==> src/rtl/cdeq_pkg.sv <==
`timescale 1ns / 1ps

package cdeq_pkg;

    localparam int unsigned DEF_STORE_DEPTH   = 1024;
    localparam int unsigned DEF_ELEMENT_WIDTH = 32;

    localparam int unsigned KIND_W   = 3;
    localparam int unsigned STATUS_W = 2;
    localparam int unsigned CAP_W    = 11;
    localparam int unsigned CNT_W    = 11;

    localparam logic [CAP_W-1:0] CAP_RESET = 11'd1024;

    localparam logic [KIND_W-1:0] K_PUSH_FRONT = 3'd0;
    localparam logic [KIND_W-1:0] K_PUSH_REAR  = 3'd1;
    localparam logic [KIND_W-1:0] K_POP_FRONT  = 3'd2;
    localparam logic [KIND_W-1:0] K_POP_REAR   = 3'd3;
    localparam logic [KIND_W-1:0] K_PEEK_FRONT = 3'd4;
    localparam logic [KIND_W-1:0] K_PEEK_REAR  = 3'd5;

    localparam logic [STATUS_W-1:0] ST_OK    = 2'd0;
    localparam logic [STATUS_W-1:0] ST_FULL  = 2'd1;
    localparam logic [STATUS_W-1:0] ST_EMPTY = 2'd2;

    // Response bookkeeping from the controller, aligned with the store read data.
    typedef struct packed {
        logic                strobe;
        logic [STATUS_W-1:0] status;
        logic [CNT_W-1:0]    count;
        logic                elem_en;
    } t_rsp;

endpackage

==> src/rtl/cdeq_ctrl.sv <==
`timescale 1ns / 1ps

module cdeq_ctrl #(
    parameter int unsigned STORE_DEPTH = cdeq_pkg::DEF_STORE_DEPTH,
    localparam int unsigned AW = (STORE_DEPTH > 1) ? $clog2(STORE_DEPTH) : 1
) (
    input  logic                          i_clk,
    input  logic                          i_rst_n,
    input  logic                          i_accept,
    input  logic [cdeq_pkg::KIND_W-1:0]   i_kind,
    input  logic                          i_cfg_we,
    input  logic [cdeq_pkg::CAP_W-1:0]    i_cfg_data,
    output logic                          o_we,
    output logic                          o_re,
    output logic [AW-1:0]                 o_addr,
    output cdeq_pkg::t_rsp                o_rsp
);
    import cdeq_pkg::*;

    // Index arithmetic width: wide enough for an index plus one and for the capacity.
    localparam int unsigned IW = (AW + 1 > CAP_W) ? AW + 1 : CAP_W;
    localparam int unsigned DEPTH_SAT = (STORE_DEPTH > 2047) ? 2047 : STORE_DEPTH;

    logic [CAP_W-1:0] r_cap;
    logic [AW-1:0]    r_head;
    logic [AW-1:0]    r_tail;
    logic [CNT_W-1:0] r_count;
    t_rsp             r_rsp;

    logic [AW-1:0]    n_head;
    logic [AW-1:0]    n_tail;
    logic [CNT_W-1:0] n_count;
    t_rsp             n_rsp;

    logic [CAP_W-1:0] cap_eff;
    logic [IW-1:0]    cap_wide;
    logic [AW-1:0]    cap_last;
    logic [AW-1:0]    head_fwd;
    logic [AW-1:0]    head_back;
    logic [AW-1:0]    tail_fwd;
    logic [AW-1:0]    tail_back;
    logic             is_empty;
    logic             is_full;

    always_comb begin
        if (r_cap == '0) begin
            cap_eff = CAP_W'(1);
        end else if (r_cap > CAP_W'(DEPTH_SAT)) begin
            cap_eff = CAP_W'(DEPTH_SAT);
        end else begin
            cap_eff = r_cap;
        end
    end

    assign cap_wide = IW'(cap_eff);
    assign cap_last = AW'(cap_wide - IW'(1));

    // A forward step from the last usable entry, or beyond it, wraps to zero.
    assign head_fwd  = ((IW'(r_head) + IW'(1)) >= cap_wide) ? '0 : AW'(r_head + AW'(1));
    assign tail_fwd  = ((IW'(r_tail) + IW'(1)) >= cap_wide) ? '0 : AW'(r_tail + AW'(1));
    assign head_back = (r_head == '0) ? cap_last : AW'(r_head - AW'(1));
    assign tail_back = (r_tail == '0) ? cap_last : AW'(r_tail - AW'(1));

    assign is_empty = (r_count == '0);
    assign is_full  = (r_count >= cap_eff);

    always_comb begin
        n_head        = r_head;
        n_tail        = r_tail;
        n_count       = r_count;
        o_we          = 1'b0;
        o_re          = 1'b0;
        o_addr        = r_head;
        n_rsp.strobe  = i_accept;
        n_rsp.status  = ST_OK;
        n_rsp.elem_en = 1'b0;

        if (i_accept) begin
            case (i_kind)
                K_PUSH_FRONT, K_PUSH_REAR: begin
                    if (is_full) begin
                        n_rsp.status = ST_FULL;
                    end else if (is_empty) begin
                        n_head  = '0;
                        n_tail  = '0;
                        n_count = CNT_W'(1);
                        o_we    = 1'b1;
                        o_addr  = '0;
                    end else if (i_kind == K_PUSH_FRONT) begin
                        n_head  = head_back;
                        n_count = r_count + CNT_W'(1);
                        o_we    = 1'b1;
                        o_addr  = head_back;
                    end else begin
                        n_tail  = tail_fwd;
                        n_count = r_count + CNT_W'(1);
                        o_we    = 1'b1;
                        o_addr  = tail_fwd;
                    end
                end
                K_POP_FRONT, K_POP_REAR: begin
                    if (is_empty) begin
                        n_rsp.status = ST_EMPTY;
                    end else if (i_kind == K_POP_FRONT) begin
                        o_re    = 1'b1;
                        o_addr  = r_head;
                        n_head  = head_fwd;
                        n_count = r_count - CNT_W'(1);
                    end else begin
                        o_re    = 1'b1;
                        o_addr  = r_tail;
                        n_tail  = tail_back;
                        n_count = r_count - CNT_W'(1);
                    end
                end
                K_PEEK_FRONT, K_PEEK_REAR: begin
                    if (is_empty) begin
                        n_rsp.status = ST_EMPTY;
                    end else begin
                        o_re   = 1'b1;
                        o_addr = (i_kind == K_PEEK_FRONT) ? r_head : r_tail;
                    end
                end
                default: begin
                end
            endcase
        end

        n_rsp.count   = n_count;
        n_rsp.elem_en = o_re;
    end

    always_ff @(posedge i_clk) begin
        if (!i_rst_n) begin
            r_cap   <= CAP_RESET;
            r_head  <= '0;
            r_tail  <= '0;
            r_count <= '0;
            r_rsp   <= '0;
        end else begin
            if (i_cfg_we) begin
                r_cap <= i_cfg_data;
            end
            r_head  <= n_head;
            r_tail  <= n_tail;
            r_count <= n_count;
            r_rsp   <= n_rsp;
        end
    end

    assign o_rsp = r_rsp;

endmodule

==> config.mk <==
export PLATFORM = sky130hd
export DESIGN_NAME = cdeq_ctrl
export DESIGN_NICKNAME = d
export VERILOG_FILES = /design/src/rtl/cdeq_pkg.sv /design/src/rtl/cdeq_ctrl.sv
export SDC_FILE = /design/constraint.sdc
export NUM_CORES = 1
export LEC_CHECK = 0
export BUFFER_PORTS_ARGS = -buffer_cell sky130_fd_sc_hd__buf_2
export CAP_MARGIN = 20
export CORE_MARGIN = 4
export CORE_UTILIZATION = 38
export CTS_CLUSTER_SIZE = 8
export DETAILED_ROUTE_END_ITERATION = 7
export SYNTH_ARGS = -nofsm -noshare
export SYNTH_HDL_FRONTEND = slang
export SYNTH_SLANG_ARGS = --single-unit
==> constraint.sdc <==
create_clock -name i_clk -period 4.3 [get_ports i_clk]
set_clock_uncertainty 0.05 [all_clocks]
set_input_delay 0.86 -clock i_clk [delete_from_list [all_inputs] [get_ports i_clk]]
set_output_delay 0.86 -clock i_clk [all_outputs]
set_load 0.02 [all_outputs]
==> flow_metrics.env <==
export IMPL_crit_slowest_cell="dfxtp_1"
export IMPL_final_nets=729
export IMPL_synth_seq_area_share_pct=19.1
export IMPL_grt_overflow=0
export IMPL_placedCellCount=825
export IMPL_cts_tree="built"
export IMPL_status="finished, final reports clean"
export IMPL_cap_violations=0
export IMPL_cp_required_ns=3.39
export IMPL_fmax_ghz=0.244
export IMPL_io_buffers=44
export IMPL_synth_top_cell_by_area="dfxtp_1"
export IMPL_core_sq_um=12200
export IMPL_grt_pass1_vias=4807
export IMPL_yosysWarnings=0
export IMPL_die_w_um=121
export IMPL_netlist_area_sq_um=4820
export IMPL_hpwl_um=12600
export IMPL_fp_dieH_um=121
export IMPL_path_delay_family="compound AO/OA/AOI/OAI gates"
export IMPL_pwr_share_clk_pct=25.2
export IMPL_die_area_sq_um=14500
export IMPL_holdWs_ns=0.517
export IMPL_synthArstFlopShare_pct=0
export IMPL_p_per_area_nw_per_um2=297
export IMPL_arrival_ns=3.19
export IMPL_vias=5206
export IMPL_synth_edf_count=0
export IMPL_max_slew_worst_pin_slew_ns=0.861
export IMPL_finalCriticalPeriod_ns=4.10
export IMPL_path_buf_inv=2
export IMPL_global_route_usage_total_pct=23.4
export IMPL_yosysTopAreaCellShare_pct=19.1
export IMPL_postRouteWirelength_um=17000
export IMPL_power_frac_seq_pct=31.0
export IMPL_drcViolationCount=0
export IMPL_place_congestion=0.926
export IMPL_critPathMaxStageDelay_ns=0.47
export IMPL_syn_area_per_cell_sq_um=7.56
export IMPL_rows=40
export IMPL_drtAntennaViolNets=0
export IMPL_ys_types=74
export IMPL_synth_seq_cells=46
export IMPL_min_delay_path_depth=2
export IMPL_relSlewSlack_pct=42.5
export IMPL_pin_count=45
export IMPL_cts_root_buf="clkbuf_16"
export IMPL_synth_nets=699
export IMPL_p_comb_share_pct=43.8
export IMPL_insertion_delay_ns=0.31
export IMPL_synth_main_ff_cell="dfxtp_1"
export IMPL_cp_cell_sequence="nor3_2, a31oi_1, or2_2, ha_1, inv_1, o31ai_1, a31oi_2, o31ai_2, a22oi_1, o21ai_0, buf_2"
export IMPL_setup_viol=0
export IMPL_postCtsHoldBufs=0
export IMPL_clk_pin_slew_ns=0.07
export IMPL_endpoint_kind="output port"
export IMPL_cts_max_path_buffers=2
export IMPL_worstPathMaxFanout=7
export IMPL_antenna_found_initial=0
export IMPL_instances_no_fill=836
export IMPL_cts_sinks=46
export IMPL_grt_pass1_wl_um=26900
export IMPL_fin_crit_sh_pct=95.5
export IMPL_hold_viol_final=0
export IMPL_p_int_uw=946
export IMPL_cts_htree_levels=2
export IMPL_firstDrtPassIters=6
export IMPL_crit_cells=11
export IMPL_max_vdd_ir_drop_v=0.000127
export IMPL_ff2ff_path_depth=12
export IMPL_hp_class="register to register"
export IMPL_startpoint_type="register"
export IMPL_switchingPower_uw=682
export IMPL_drive_gt1_share_pct=18.3
export IMPL_start_util_pct=39.4
export IMPL_swShare_pct=41.9
export IMPL_grt_max_degree=45
export IMPL_wl_per_cell_um=20.4
export IMPL_drt_iter0_drc=553
export IMPL_viasPerCell=6.23
export IMPL_synth_area_leaders="dfxtp_1 (19%), ha_1 (11%), nor2_1 (4.1%), nand2_1 (4.0%), a21oi_1 (3.9%)"
export IMPL_antennaDiodeCount=0
export IMPL_path_class="register to output port"
export IMPL_cts_made_buffers=5
export IMPL_slew_viol_final=0
export IMPL_cellLeakagePower_uw=0.00229
export IMPL_areaGrowthSynthToFinish_pct=13.9
export IMPL_synth_cells=637
## path summary, 6_finish.rpt
path	start	endpoint	slack, ns
max reg2reg	r_head[2]	r_head[4]	0.73
max	r_cap[5]	o_addr[6]	0.20
min	o_rsp[11]	o_rsp[11]	0.52
min reg2reg	o_rsp[11]	o_rsp[11]	0.52
## flip-flops by register name, summed over array words and instances, names as in the netlist
name,cells
o_rsp,15
r_head,10
r_cap,11
r_tail,10
## area by class of cell
class / instances / area [sq um]
clock buffer: 6 / 129
clock inverter: 2 / 13.8
fill: 1230 / 6730
inverter: 25 / 97.6
multi-input combinational: 516 / 3660
sequential: 46 / 931
tap: 168 / 210
timing repair buffer: 73 / 438
## layout by cell type (no fill, tap or decap), types with 5 or more instances in the layout
cell type  instances
mux2i_1           15
o31ai_1            8
a21oi_1           38
ha_1              43
nand2_1           51
o211ai_1           8
xnor2_1           11
o311ai_0           5
a31oi_1           15
nand4_1            7
nor3_1            21
buf_4             29
or3_1              5
and3_1             7
nand3_1           20
or4_1              5
nor3b_1            7
o221a_2            5
nor2_1            52
a22oi_1           20
o21ai_0           35
dfxtp_1           42
buf_2             44
clkbuf_16          5
xor2_1            16
inv_1             23
a211oi_1          10
nand2b_1          14
## repair_timing
item,in CTS,in global routing
setup buffers,0,3
pin swaps,0,1
endpoints found under the setup margin,10,10
resized for setup,6,17
## metrics by stage
step | setup slack (ns) | cell area (sq um) | util [%] | setup TNS [ns] | power (uW)
final | 0.195 | 5480 | 44.9 | 0 | 1630
after global routing | -0.00471 | 5480 | 44.9 | -0.00567 | 1720
after CTS | 0.00124 | 5380 | 44.0 | 0 | 1600
after detailed placement | 0.158 | 5230 | 42.8 | 0 | 1180
after global placement | 0.219 | 5230 | 42.8 | 0 | 1180
after floorplan | 0.242 | 4820 | - | 0 | 978
## power by group through the flow
stage               registers, uW  clock network [uW]  logic, uW
floorplan                     487                   0        491
global placement              509                   0        668
finish                        504                 410        713
detailed placement            510                   0        674
CTS                           501                 419        678
global route                  509                 438        777
## per-layer routing
| metal | vias up | track usage, % | routed length [um] |
|---|---|---|---|
| met1 | 2472 | 31.9 | 7560 |
| met2 | 230 | 36.6 | 7580 |
| met3 | 41 | 4.44 | 1340 |
| met4 | 0 | 8.85 | 539 |
| met5 | - | 0 | 0 |
| li1 | 2463 | - | - |
## logic make-up (layout without fill, tap and decap cells)
logic type	count (synthesis)	count (layout)	share of synthesized area (%)
adder cells (fa/ha/maj)	44	44	11.4
multiplexers	18	18	3.82
XOR/XNOR	29	29	5.27
AO/OA/AOI/OAI	202	202	29.5
buffers and inverters	75	106	6.44
flip-flops	46	46	19.1
AND/OR/NAND/NOR	223	223	24.4
## cell usage after synthesis (9+ instances only)
master	count
nand2_1	51
dfxtp_1	46
mux2i_1	15
buf_2	12
a22oi_1	20
ha_1	44
o31ai_1	9
nand3_1	21
a31oi_1	16
a211oi_1	10
inv_1	24
nand2b_1	15
a21oi_1	38
o21ai_0	38
nor2_1	52
clkbuf_1	32
xor2_1	16
xnor2_1	13
nor3_1	22
## tightest hold or removal path: stages (launching register included)
cell and delay (ns):
dfxtp_1 0.37, o31ai_1 0.09, a21oi_1 0.06
Note: power is estimated with default switching activity, not from simulation.
